## src/rtl/core/ldq_pkg.sv

```systemverilog
// Shared types and constants for the linear double-ended queue.
`default_nettype none

package ldq_pkg;

  localparam int unsigned DATA_W = 32;
  localparam int unsigned CMD_W  = 2;
  localparam int unsigned STS_W  = 2;
  localparam int unsigned OCC_W  = 5;

  typedef enum logic [CMD_W-1:0] {
    CMD_PUSH_REAR  = 2'd0,
    CMD_POP_FRONT  = 2'd1,
    CMD_POP_REAR   = 2'd2,
    CMD_PUSH_FRONT = 2'd3
  } cmd_e;

  typedef enum logic [STS_W-1:0] {
    STS_OK       = 2'd0,
    STS_FULL     = 2'd1,
    STS_EMPTY    = 2'd2,
    STS_NO_FRONT = 2'd3
  } status_e;

  typedef enum logic {
    S_IDLE = 1'b0,
    S_READ = 1'b1
  } state_e;

endpackage

`default_nettype wire

```

## src/rtl/core/ldq_if.sv

```systemverilog
// Valid/ready channel interfaces for queue commands and responses.
`default_nettype none

interface ldq_req_if;
  logic                               valid;
  logic                               ready;
  logic        [ldq_pkg::CMD_W-1:0]   command;
  logic signed [ldq_pkg::DATA_W-1:0]  value_in;

  modport source (output valid, command, value_in, input ready);
  modport sink   (input valid, command, value_in, output ready);
endinterface

interface ldq_rsp_if;
  logic                               valid;
  logic                               ready;
  logic        [ldq_pkg::STS_W-1:0]   status;
  logic signed [ldq_pkg::DATA_W-1:0]  value_out;
  logic        [ldq_pkg::OCC_W-1:0]   occupancy;

  modport source (output valid, status, value_out, occupancy, input ready);
  modport sink   (input valid, status, value_out, occupancy, output ready);
endinterface

`default_nettype wire

```

## src/rtl/core/ldq_ram.sv

```systemverilog
// Generic single-write, single-read RAM with registered read data.
`default_nettype none

module ldq_ram #(
  parameter int unsigned WIDTH = 32,
  parameter int unsigned DEPTH = 16
) (
  input  wire logic                     clk_i,
  input  wire logic                     we_i,
  input  wire logic [$clog2(DEPTH)-1:0] waddr_i,
  input  wire logic [WIDTH-1:0]         wdata_i,
  input  wire logic                     re_i,
  input  wire logic [$clog2(DEPTH)-1:0] raddr_i,
  output      logic [WIDTH-1:0]         rdata_o
);

  logic [WIDTH-1:0] mem_q [DEPTH];
  logic [WIDTH-1:0] rdata_q;

  always_ff @(posedge clk_i) begin
    if (we_i) begin
      mem_q[waddr_i] <= wdata_i;
    end
    if (re_i) begin
      rdata_q <= mem_q[raddr_i];
    end
  end

  assign rdata_o = rdata_q;

endmodule

`default_nettype wire

```

## src/rtl/core/linear_double_ended_queue.sv

```systemverilog
// Top level of the linear (non-wrapping) double-ended queue.
//
//   channel | dir | fields                           | transaction
//   req_i   | in  | command, value_in                | valid & ready
//   rsp_o   | out | status, value_out, occupancy     | valid & ready
//
// Pushes and failed commands load the response register on acceptance; a
// successful pop goes through the element RAM read register and S_READ first.
// The response register decouples the sides: a new command is taken in the
// cycle the previous response leaves. Reset clears both indices and the
// control state; the element RAM needs no clearing.
`default_nettype none

module linear_double_ended_queue #(
  parameter int unsigned DEPTH = 16
) (
  input  wire logic  clk_i,
  input  wire logic  rst_ni,
  ldq_req_if.sink    req_i,
  ldq_rsp_if.source  rsp_o
);

  localparam int unsigned IDX_W  = $clog2(DEPTH + 1);
  localparam int unsigned ADDR_W = $clog2(DEPTH);
  localparam logic [IDX_W-1:0] IDX_FULL = IDX_W'(DEPTH);
  localparam logic [IDX_W-1:0] IDX_ONE  = IDX_W'(1);

  ldq_pkg::state_e state_q, state_d;
  logic [IDX_W-1:0] front_q, front_d;
  logic [IDX_W-1:0] rear_q, rear_d;

  logic                         rsp_valid_q, rsp_valid_d;
  ldq_pkg::status_e             status_q, status_d;
  logic [ldq_pkg::DATA_W-1:0]   value_q, value_d;
  logic [ldq_pkg::OCC_W-1:0]    occ_q, occ_d;
  logic                         load_rsp;

  logic                         req_fire;
  logic                         rsp_free;
  logic                         ram_we, ram_re;
  logic [ADDR_W-1:0]            ram_waddr, ram_raddr;
  logic [ldq_pkg::DATA_W-1:0]   ram_rdata;
  logic [IDX_W-1:0]             front_dec, rear_dec;

  assign rsp_free  = !rsp_valid_q || rsp_o.ready;
  assign req_i.ready = (state_q == ldq_pkg::S_IDLE) && rsp_free;
  assign req_fire  = req_i.valid && req_i.ready;
  assign front_dec = front_q - IDX_ONE;
  assign rear_dec  = rear_q - IDX_ONE;

  ldq_ram #(
    .WIDTH (ldq_pkg::DATA_W),
    .DEPTH (DEPTH)
  ) u_store (
    .clk_i   (clk_i),
    .we_i    (ram_we),
    .waddr_i (ram_waddr),
    .wdata_i (req_i.value_in),
    .re_i    (ram_re),
    .raddr_i (ram_raddr),
    .rdata_o (ram_rdata)
  );

  always_comb begin
    state_d     = state_q;
    front_d     = front_q;
    rear_d      = rear_q;
    ram_we      = 1'b0;
    ram_re      = 1'b0;
    ram_waddr   = rear_q[ADDR_W-1:0];
    ram_raddr   = front_q[ADDR_W-1:0];
    load_rsp    = 1'b0;
    status_d    = ldq_pkg::STS_OK;
    value_d     = '0;

    unique case (state_q)
      ldq_pkg::S_IDLE: begin
        if (req_fire) begin
          load_rsp = 1'b1;
          unique case (ldq_pkg::cmd_e'(req_i.command))
            ldq_pkg::CMD_PUSH_REAR: begin
              if (rear_q == IDX_FULL) begin
                status_d = ldq_pkg::STS_FULL;
              end else begin
                ram_we    = 1'b1;
                ram_waddr = rear_q[ADDR_W-1:0];
                rear_d    = rear_q + IDX_ONE;
              end
            end
            ldq_pkg::CMD_POP_FRONT: begin
              if (front_q == rear_q) begin
                status_d = ldq_pkg::STS_EMPTY;
              end else begin
                ram_re    = 1'b1;
                ram_raddr = front_q[ADDR_W-1:0];
                front_d   = front_q + IDX_ONE;
                load_rsp  = 1'b0;
                state_d   = ldq_pkg::S_READ;
              end
            end
            ldq_pkg::CMD_POP_REAR: begin
              if (front_q == rear_q) begin
                status_d = ldq_pkg::STS_EMPTY;
              end else begin
                ram_re    = 1'b1;
                ram_raddr = rear_dec[ADDR_W-1:0];
                rear_d    = rear_dec;
                load_rsp  = 1'b0;
                state_d   = ldq_pkg::S_READ;
              end
            end
            ldq_pkg::CMD_PUSH_FRONT: begin
              if (front_q == '0) begin
                status_d = ldq_pkg::STS_NO_FRONT;
              end else begin
                ram_we    = 1'b1;
                ram_waddr = front_dec[ADDR_W-1:0];
                front_d   = front_dec;
              end
            end
            default: begin
              status_d = ldq_pkg::STS_OK;
            end
          endcase
        end
      end
      ldq_pkg::S_READ: begin
        // Read data holds in the RAM register until the response slot frees.
        if (rsp_free) begin
          load_rsp = 1'b1;
          value_d  = ram_rdata;
          state_d  = ldq_pkg::S_IDLE;
        end
      end
      default: begin
        state_d = ldq_pkg::S_IDLE;
      end
    endcase

    occ_d = ldq_pkg::OCC_W'(rear_d - front_d);

    if (load_rsp) begin
      rsp_valid_d = 1'b1;
    end else if (rsp_o.ready) begin
      rsp_valid_d = 1'b0;
    end else begin
      rsp_valid_d = rsp_valid_q;
    end
  end

  always_ff @(posedge clk_i or negedge rst_ni) begin
    if (!rst_ni) begin
      state_q     <= ldq_pkg::S_IDLE;
      front_q     <= '0;
      rear_q      <= '0;
      rsp_valid_q <= 1'b0;
    end else begin
      state_q     <= state_d;
      front_q     <= front_d;
      rear_q      <= rear_d;
      rsp_valid_q <= rsp_valid_d;
    end
  end

  always_ff @(posedge clk_i) begin
    if (load_rsp) begin
      status_q <= status_d;
      value_q  <= value_d;
      occ_q    <= occ_d;
    end
  end

  assign rsp_o.valid     = rsp_valid_q;
  assign rsp_o.status    = status_q;
  assign rsp_o.value_out = value_q;
  assign rsp_o.occupancy = occ_q;

endmodule

`default_nettype wire

```

## src/flat_wrapper.sv

```systemverilog
// flat-port wrapper written by rule: the top's interface ports become plain ports
module linear_double_ended_queue_flat 
#(
  parameter int unsigned DEPTH = 16
)
  (clk_i, rst_ni, req_i_valid, req_i_command, req_i_value_in, req_i_ready, rsp_o_valid, rsp_o_status, rsp_o_value_out, rsp_o_occupancy, rsp_o_ready);
  ldq_req_if req_i_i ();
  ldq_rsp_if rsp_o_i ();
  input  wire logic clk_i;
  input  wire logic rst_ni;
  input wire logic [$bits(req_i_i.valid)-1:0] req_i_valid;
  input wire logic [$bits(req_i_i.command)-1:0] req_i_command;
  input wire logic [$bits(req_i_i.value_in)-1:0] req_i_value_in;
  output wire logic [$bits(req_i_i.ready)-1:0] req_i_ready;
  output wire logic [$bits(rsp_o_i.valid)-1:0] rsp_o_valid;
  output wire logic [$bits(rsp_o_i.status)-1:0] rsp_o_status;
  output wire logic [$bits(rsp_o_i.value_out)-1:0] rsp_o_value_out;
  output wire logic [$bits(rsp_o_i.occupancy)-1:0] rsp_o_occupancy;
  input wire logic [$bits(rsp_o_i.ready)-1:0] rsp_o_ready;
  assign req_i_i.valid = req_i_valid;
  assign req_i_i.command = req_i_command;
  assign req_i_i.value_in = req_i_value_in;
  assign req_i_ready = req_i_i.ready;
  assign rsp_o_valid = rsp_o_i.valid;
  assign rsp_o_status = rsp_o_i.status;
  assign rsp_o_value_out = rsp_o_i.value_out;
  assign rsp_o_occupancy = rsp_o_i.occupancy;
  assign rsp_o_i.ready = rsp_o_ready;
  linear_double_ended_queue #(.DEPTH(DEPTH)) u_core (.clk_i(clk_i), .rst_ni(rst_ni), .req_i(req_i_i), .rsp_o(rsp_o_i));
endmodule
```

## config.mk

```make
export PLATFORM = sky130hd
export DESIGN_NAME = linear_double_ended_queue_flat
export DESIGN_NICKNAME = d
export VERILOG_FILES = /design/src/rtl/core/ldq_pkg.sv /design/src/rtl/core/ldq_if.sv /design/src/rtl/core/ldq_ram.sv /design/src/rtl/core/linear_double_ended_queue.sv /design/src/flat_wrapper.sv
export SDC_FILE = /design/constraint.sdc
export NUM_CORES = 1
export LEC_CHECK = 0
export BUFFER_PORTS_ARGS = -buffer_cell sky130_fd_sc_hd__buf_4
export CELL_PAD_IN_SITES_DETAIL_PLACEMENT = 1
export CELL_PAD_IN_SITES_GLOBAL_PLACEMENT = 2
export CORE_MARGIN = 2
export CORE_UTILIZATION = 45
export DETAILED_ROUTE_END_ITERATION = 10
export PLACE_DENSITY = 0.81
export SLEW_MARGIN = 20
export SYNTH_ARGS = -nofsm -noshare
export SYNTH_HDL_FRONTEND = slang
export SYNTH_SLANG_ARGS = --single-unit
```

## constraint.sdc

```tcl
create_clock -name clk_i -period 6.1 [get_ports clk_i]
set_input_delay 0 -clock clk_i [delete_from_list [all_inputs] [get_ports clk_i]]
set_output_delay 0 -clock clk_i [all_outputs]
set_load 0.1 [all_outputs]
```

Yosys cells after proc, flatten, opt, wreduce, memory -nomap -nowiden

Memory sizes are Yosys's and may differ from the RTL's. A register that Yosys moved wholly into a read port is not among the register bits.
Index checks and enable logic that the tools add are counted.

Multiply operators: 0
Bitwise operators: 2
Add/sub/neg operators: 5
Equal/unequal tests: 5
Muxes and demuxes: 42
Reduce and logical (&&, ||, !) cells: 10
Magnitude comparators: 0
Shift-type cells: 0
Divide/modulo/power cells: 0

Operators by type and width:

| cell                                                                   | count |
|---|---|
| 5-bit 2-to-1 mux                                                       | 8 |
| 4-bit 2-to-1 mux                                                       | 8 |
| 5-bit one-hot mux with 2 select lines                                  | 2 |
| 1-bit 2-to-1 mux                                                       | 18 |
| 5-bit by 1-bit adder with 5-bit output (second input constant)         | 2 |
| 5-bit by 1-bit subtractor with 5-bit output (second input constant)    | 2 |
| 1-bit one-hot mux with 2 select lines                                  | 3 |
| 2-bit one-hot mux with 3 select lines                                  | 1 |
| 5-bit equality test                                                    | 1 |
| 5-bit equality test (second input constant)                            | 1 |
| 5-bit zero test                                                        | 1 |
| 5-bit subtractor                                                       | 1 |
| 2-bit equality test (second input constant)                            | 2 |
| 2-bit 2-to-1 mux                                                       | 2 |
| 2-bit OR reduction                                                     | 2 |
| 2-bit by 1-bit equality test with 1-bit output (second input constant) | 1 |
| 1-bit logical AND                                                      | 2 |
| 2-bit zero test                                                        | 1 |
| 1-bit NOT                                                              | 2 |
| 2-bit AND reduction                                                    | 1 |
| 2-bit nonzero test                                                     | 1 |
| 1-bit zero test                                                        | 1 |
| 1-bit logical OR                                                       | 1 |

Input bits: 38
Bits in latches: 0
RAM bits: 512
Flip-flop bits (word level): 51
Output and inout bits: 41
Logic and storage cells: 72
Memory bits (read-only): 0
Memories: 1

Memories:

| memory               | words | bits a word | read ports | clocked after Yosys merged registers in | wr ports | line          | text |
|---|---|---|---|---|---|---|---|
| u_core.u_store.mem_q | 16    | 32          | 1          | 1                                       | 1        | ldq_ram.sv:17 | `logic [WIDTH-1:0] mem_q [DEPTH];` |

Longest topological paths before layout

Depth in word-level cells: 8
Depth in mapped cells: 16
Mapped depth without buffers: 14

Cells and area by module

Synthesis repeated with hierarchy kept, for this count alone.

Cells, all modules: 1,111
Area total of the unflattened synthesis: 23,134.7 um^2

Modules (own cells, without submodules):

| module                    | instances | seq. area each (um^2) | area an instance (um^2) | cells each |
|---|---|---|---|---|
| ldq_ram                   | 1         | 16,335.7              | 20,155.6                | 838 |
| linear_double_ended_queue | 1         | 1,471.4               | 2,979.1                 | 273 |

Worst setup path after synthesis

No wires, ideal clock.

Path type: reg2reg
Start: register u_core.rsp_valid_q (netlist: u_core.rsp_o.valid)
End: register u_core.occ_q, in the netlist u_core.rsp_o.occupancy[0], enable pin
Library setup time: 0.489 ns
Clock period less this slack: 4.321 ns
Buffers on the path: 0
Data required time: 5.611 ns
Stages on the path, launching flop included: 3
Arrival: 3.832 ns
Path slack: 1.779 ns
Cells stage by stage: dfrtp_1 > nor2b_1 > o21ai_0

Word-level cells in the longest chain between the ends: 6
Elaborated cells on any way between the ends: 7
Those cells by class: mux: 3; reduce/logical: 4

RTL lines:

| item                                    | line                             | text |
|---|---|---|
| start, declared                         | linear_double_ended_queue.sv:32  | `logic rsp_valid_q, rsp_valid_d;` |
| start signal, assigned                  | linear_double_ended_queue.sv:161 | `rsp_valid_q <= rsp_valid_d;` |
| 1-bit zero test *                       | linear_double_ended_queue.sv:45  | `assign rsp_free = !rsp_valid_q \|\| rsp_o.ready;` |
| 1-bit logical OR *                      | linear_double_ended_queue.sv:45  |  |
| 1-bit logical AND                       | linear_double_ended_queue.sv:46  | `assign req_i.ready = (state_q == ldq_pkg::S_IDLE) && rsp_free;` |
| 1-bit logical AND                       | linear_double_ended_queue.sv:47  | `assign req_fire = req_i.valid && req_i.ready;` |
| 1-bit 2-to-1 mux                        | linear_double_ended_queue.sv:78  | `if (req_fire) begin` |
| 1-bit one-hot mux with 2 select lines * | linear_double_ended_queue.sv:76  | `unique case (state_q)` |
| net u_core.load_rsp                     | linear_double_ended_queue.sv:36  | `logic load_rsp;` |
| end signal, assigned                    | linear_double_ended_queue.sv:169 | `occ_q <= occ_d;` |
| end, declared                           | linear_double_ended_queue.sv:35  | `logic [ldq_pkg::OCC_W-1:0] occ_q, occ_d;` |

The timed path passes the listed nets; every way through them passes the cells marked *.
A chain may end at the register's enable or synchronous reset.

Worst setup path in the final report

Start: register u_core.rsp_valid_q (netlist: u_core.rsp_o.valid)
End: register u_core.u_store.rdata_q[5] (netlist: u_core.u_store.rdata_o[5]), read port of u_core.u_store.mem_q, data pin

Word-level cells in the longest chain between the ends: 6
Elaborated cells on any way between the ends: 8
Those cells by class: mux: 4; reduce/logical: 4

RTL lines:

| item                                                        | line                            | text |
|---|---|---|
| 1-bit zero test *                                           | linear_double_ended_queue.sv:45 |  |
| 1-bit logical OR *                                          | linear_double_ended_queue.sv:45 |  |
| 1-bit logical AND *                                         | linear_double_ended_queue.sv:46 |  |
| 1-bit logical AND *                                         | linear_double_ended_queue.sv:47 |  |
| 4-bit 2-to-1 mux / 1-bit 2-to-1 mux (equally long branches) | linear_double_ended_queue.sv:78 |  |
| 4-bit 2-to-1 mux / 1-bit 2-to-1 mux (equally long branches) | linear_double_ended_queue.sv:76 |  |
| end, declared                                               | ldq_ram.sv:18                   | `logic [WIDTH-1:0] rdata_q;` |

Every way passes the cells marked *; elsewhere a longest branch is shown, timed or not.

==> results.sh <==
export IMPL_outcome="complete, no violations"
export IMPL_count_of_h_tree_levels_built_during_cts=2
export IMPL_clock_root_buffer="sky130_fd_sc_hd__clkbuf_16"
export IMPL_antenna_diode_count=0
export IMPL_grt_pass1_wl_um=86200
export IMPL_regToRegSetupSlack_ns=1.34
export IMPL_slew_at_the_pin_closest_to_its_max_slew_limit_ns=1.12
export IMPL_dp_final_hpwl_um=32600
export IMPL_sequential_cell_area_mm2=0.0178
export IMPL_achievable_frequency_ghz=0.210
export IMPL_yosys_warnings=0
export IMPL_setup_worst_path_end_class="register"
export IMPL_final_net_count=1520
export IMPL_multiInputGateArea_mm2=0.00533
export IMPL_postSynth_asyncResetShare=0.0202
export IMPL_p_leak_nw=8.89
export IMPL_floorplan_initialDensity=0.455
export IMPL_power_density_mw_per_mm2=419
export IMPL_finalHoldViolations=0
export IMPL_worst_setup_hold_path_clk_slew_ns=0.07
export IMPL_area_leader_netlist="sky130_fd_sc_hd__edfxtp_1"
export IMPL_avgSynthCellArea_um2=17.5
export IMPL_critPathRequiredTime_ns=6.46
export IMPL_design_die_area_mm2=0.0536
export IMPL_netlist_area_leader_share=0.752
export IMPL_post_synth_main_area_contributors="sky130_fd_sc_hd__edfxtp_1, sky130_fd_sc_hd__mux2i_1, sky130_fd_sc_hd__o22ai_1"
export IMPL_netlist_top_cells_count="sky130_fd_sc_hd__edfxtp_1, sky130_fd_sc_hd__mux2i_1, sky130_fd_sc_hd__o22ai_1"
export IMPL_hold_path_startpoint="rsp_o_ready"
export IMPL_timing_critical_path_arrival_ns=5.12
export IMPL_timing_final_setup_violations=0
export IMPL_number_of_setup_buffers_added_after_cts=0
export IMPL_critical_path_slowest_cell="sky130_fd_sc_hd__o211a_1"
export IMPL_wire_length_after_detailed_routing_um=58000
export IMPL_final_period_minus_worst_setup_slack_ns=4.76
export IMPL_grt_remaining_overflow=0
export IMPL_crit_family="simple AND/OR/NAND/NOR gates"
export IMPL_max_cap_violations=0
export IMPL_antenna_found_initial=0
export IMPL_worst_ir_drop_vdd_uv=295
export IMPL_final_layout_size_suffix_gt1_frac=0.148
export IMPL_cp_cell_sequence="nand2b_4 > and3_1 > o211a_1 > mux2i_4 > buf_4 > buf_12 > mux2i_1 > o22ai_1 > or4_1"
export IMPL_largest_net_degree_at_the_start_of_global_routing=65
export IMPL_endpoint_of_the_lowest_slack_register_to_register_path="u_core.u_store.rdata_o[5]$_DFFE_PP_"
export IMPL_postRouteAntennaNets=0
export IMPL_synthMostInstantiatedCell="sky130_fd_sc_hd__edfxtp_1"
export IMPL_yosys_cell_types_count=47
export IMPL_grt_setup_unrepaired="no"
export IMPL_vias=12700
export IMPL_grt_util_all_layers=0.218
export IMPL_first_pass_iteration_count_of_the_detailed_router=7
export IMPL_wl_per_cell_um=26.5
export IMPL_cts_made_buffers=58
export IMPL_die_width_um=231
export IMPL_core_area_mm2=0.0512
export IMPL_input_output_buffers=78
export IMPL_cp_depth=9
export IMPL_die_h_um=231
export IMPL_syn_num_nets=1382
export IMPL_critical_path_startpoint_type="register"
export IMPL_final_max_slew_violation_count=0
export IMPL_cts_sinks=595
export IMPL_finalWeightedCongestion=0.797
export IMPL_vias_per_cell=5.80
export IMPL_total_of_flip_flops_plus_latches_after_synthesis=595
export IMPL_worstSkewPairLatency_ns=0.63
export IMPL_postSynth_topFlopCell="sky130_fd_sc_hd__edfxtp_1"
export IMPL_cp_slowest_stage_delay_ns=0.86
export IMPL_post_synthesis_instance_area_mm2=0.0233
export IMPL_hold_slack_ns=0.104
export IMPL_worst_min_path_class="in -> reg"
export IMPL_number_of_enable_flip_flop_cells_after_synthesis=583
export IMPL_nFillCells=4642
export IMPL_final_min_period_over_clock_period=0.780
export IMPL_area_delta_synth_final_pct=16.3
export IMPL_grt_pass1_vias=13400
export IMPL_ioPinCount=79
export IMPL_worst_hold_path_num_cells=3
export IMPL_hold_path_end="u_core.state_q$_DFF_PN0_"
export IMPL_postCtsResizedCells=0
export IMPL_timing_worst_setup_path_type="reg -> reg"
export IMPL_totalNegativeSetupSlack_ns=0
export IMPL_floorplan_rows=83
export IMPL_worst_slew_margin_rel=0.249
export IMPL_timing_reg2reg_worst_path_depth=9
export IMPL_cp_buffers_inverters=2
export IMPL_syn_inst=1331
export IMPL_drcViolationCount=0
export IMPL_clock_skew_ns=0.0291
export IMPL_critical_path_peak_fanout=56
export IMPL_tritoncts_clock_tree="built"
export IMPL_max_clock_path_buffers=3
export IMPL_drtIter0Drc=1188
export IMPL_seq_area_frac_synth=0.765
export IMPL_crit_reg2reg_launch="u_core.rsp_o.valid$_DFFE_PN0P_"
power by group:
part / total (W) / internal, W / leakage [nW] / switching [W]
clock: 0.00330 / 0.00179 / 0.840 / 0.00151
combinational: 0.00310 / 0.00109 / 2.63 / 0.00202
sequential: 0.00494 / 0.00478 / 5.43 / 0.000164
worst max path at each step:
stage	startpoint	end
2_1_floorplan	u_core.rsp_o.valid$_DFFE_PN0P_	u_core.rsp_o.occupancy[0]$_DFFE_PP_
3_3_place_gp	u_core.rsp_o.valid$_DFFE_PN0P_	u_core.u_store.rdata_o[9]$_DFFE_PP_
3_5_place_dp	u_core.rsp_o.valid$_DFFE_PN0P_	u_core.u_store.rdata_o[5]$_DFFE_PP_
4_1_cts	u_core.rsp_o.valid$_DFFE_PN0P_	u_core.u_store.rdata_o[6]$_DFFE_PP_
5_1_grt	u_core.rsp_o.valid$_DFFE_PN0P_	u_core.u_store.rdata_o[6]$_DFFE_PP_
6_report	u_core.rsp_o.valid$_DFFE_PN0P_	u_core.u_store.rdata_o[5]$_DFFE_PP_
repair_timing:
item,in CTS,in global routing
hold buffers,36,0
endpoints found under the hold margin,525,0
setup endpoints to repair,0,0
placed cells by master (no fill, tap or decap), types with 6 or more instances in the layout:
| cell type | n |
|---|---|
| sky130_fd_sc_hd__edfxtp_1 | 583 |
| sky130_fd_sc_hd__a31oi_4 | 6 |
| sky130_fd_sc_hd__mux2i_1 | 257 |
| sky130_fd_sc_hd__o21ai_0 | 12 |
| sky130_fd_sc_hd__or4_1 | 32 |
| sky130_fd_sc_hd__xnor2_1 | 11 |
| sky130_fd_sc_hd__a21oi_1 | 11 |
| sky130_fd_sc_hd__nor3_1 | 6 |
| sky130_fd_sc_hd__and3_1 | 36 |
| sky130_fd_sc_hd__buf_4 | 112 |
| sky130_fd_sc_hd__dfrtp_1 | 12 |
| sky130_fd_sc_hd__clkinv_1 | 14 |
| sky130_fd_sc_hd__nand3_1 | 7 |
| sky130_fd_sc_hd__nor2_1 | 16 |
| sky130_fd_sc_hd__ha_1 | 12 |
| sky130_fd_sc_hd__clkbuf_1 | 13 |
| sky130_fd_sc_hd__clkinv_2 | 11 |
| sky130_fd_sc_hd__nand2_1 | 28 |
| sky130_fd_sc_hd__clkbuf_16 | 58 |
| sky130_fd_sc_hd__o22ai_1 | 131 |
| sky130_fd_sc_hd__inv_1 | 15 |
| sky130_fd_sc_hd__dlygate4sd3_1 | 36 |
| sky130_fd_sc_hd__nor2_4 | 17 |
per-layer routing:
metal,vias up,part of all wire,GRT usage
li1,5626,-,-
met1,6634,0.43,0.301
met2,362,0.49,0.362
met3,88,0.051,0.0278
met4,0,0.023,0.0639
met5,-,0,0
tightest hold or removal path, delay by kind of cell:
kind                   cells  cell delay [ns]
AO/OA/AOI/OAI              1             0.14
buffers and inverters      1             0.09
AND/OR/NAND/NOR            1             0.46
area by class of cell:
class	count	area share
clock inverter	31	0.00777
tap	680	0.0314
clock buffer	71	0.0554
timing repair buffer	153	0.0483
multi-input combinational	645	0.197
inverter	16	0.00222
sequential	595	0.658
flip-flops by register name (all words and copies together) (netlist names):
register                cells
u_core.front_q              5
u_core.u_store.rdata_o     32
u_core.rear_q               5
u_core.state_q              1
u_core.u_store.mem_q      512
u_core.rsp_o.value_out     32
u_core.rsp_o.valid          1
u_core.rsp_o.occupancy      5
u_core.rsp_o.status         2
per-stage QoR:
stage / cell area [um^2] / instances / setup slack, ns / utilization / total power, W
floorplan: 23300 / 1331 / 1.78 / - / 0.00715
global placement: 25000 / 2052 / 1.56 / 0.488 / 0.00803
detailed placement: 25000 / 2052 / 1.37 / 0.488 / 0.00811
CTS: 27000 / 2190 / 1.33 / 0.528 / 0.0114
global route: 27100 / 2191 / 1.11 / 0.529 / 0.0118
finish: 27100 / 2191 / 1.34 / 0.529 / 0.0113
kinds of logic after synthesis:
logic type / Yosys count / share of synthesized area
AO/OA/AOI/OAI: 197 / 0.0545
XOR/XNOR: 15 / 0.00564
adder cells (fa/ha/maj): 13 / 0.00731
buffers and inverters: 91 / 0.0178
flip-flops: 595 / 0.765
multiplexers: 258 / 0.111
AND/OR/NAND/NOR: 162 / 0.0388
Note: power is estimated with default switching activity, not from simulation.
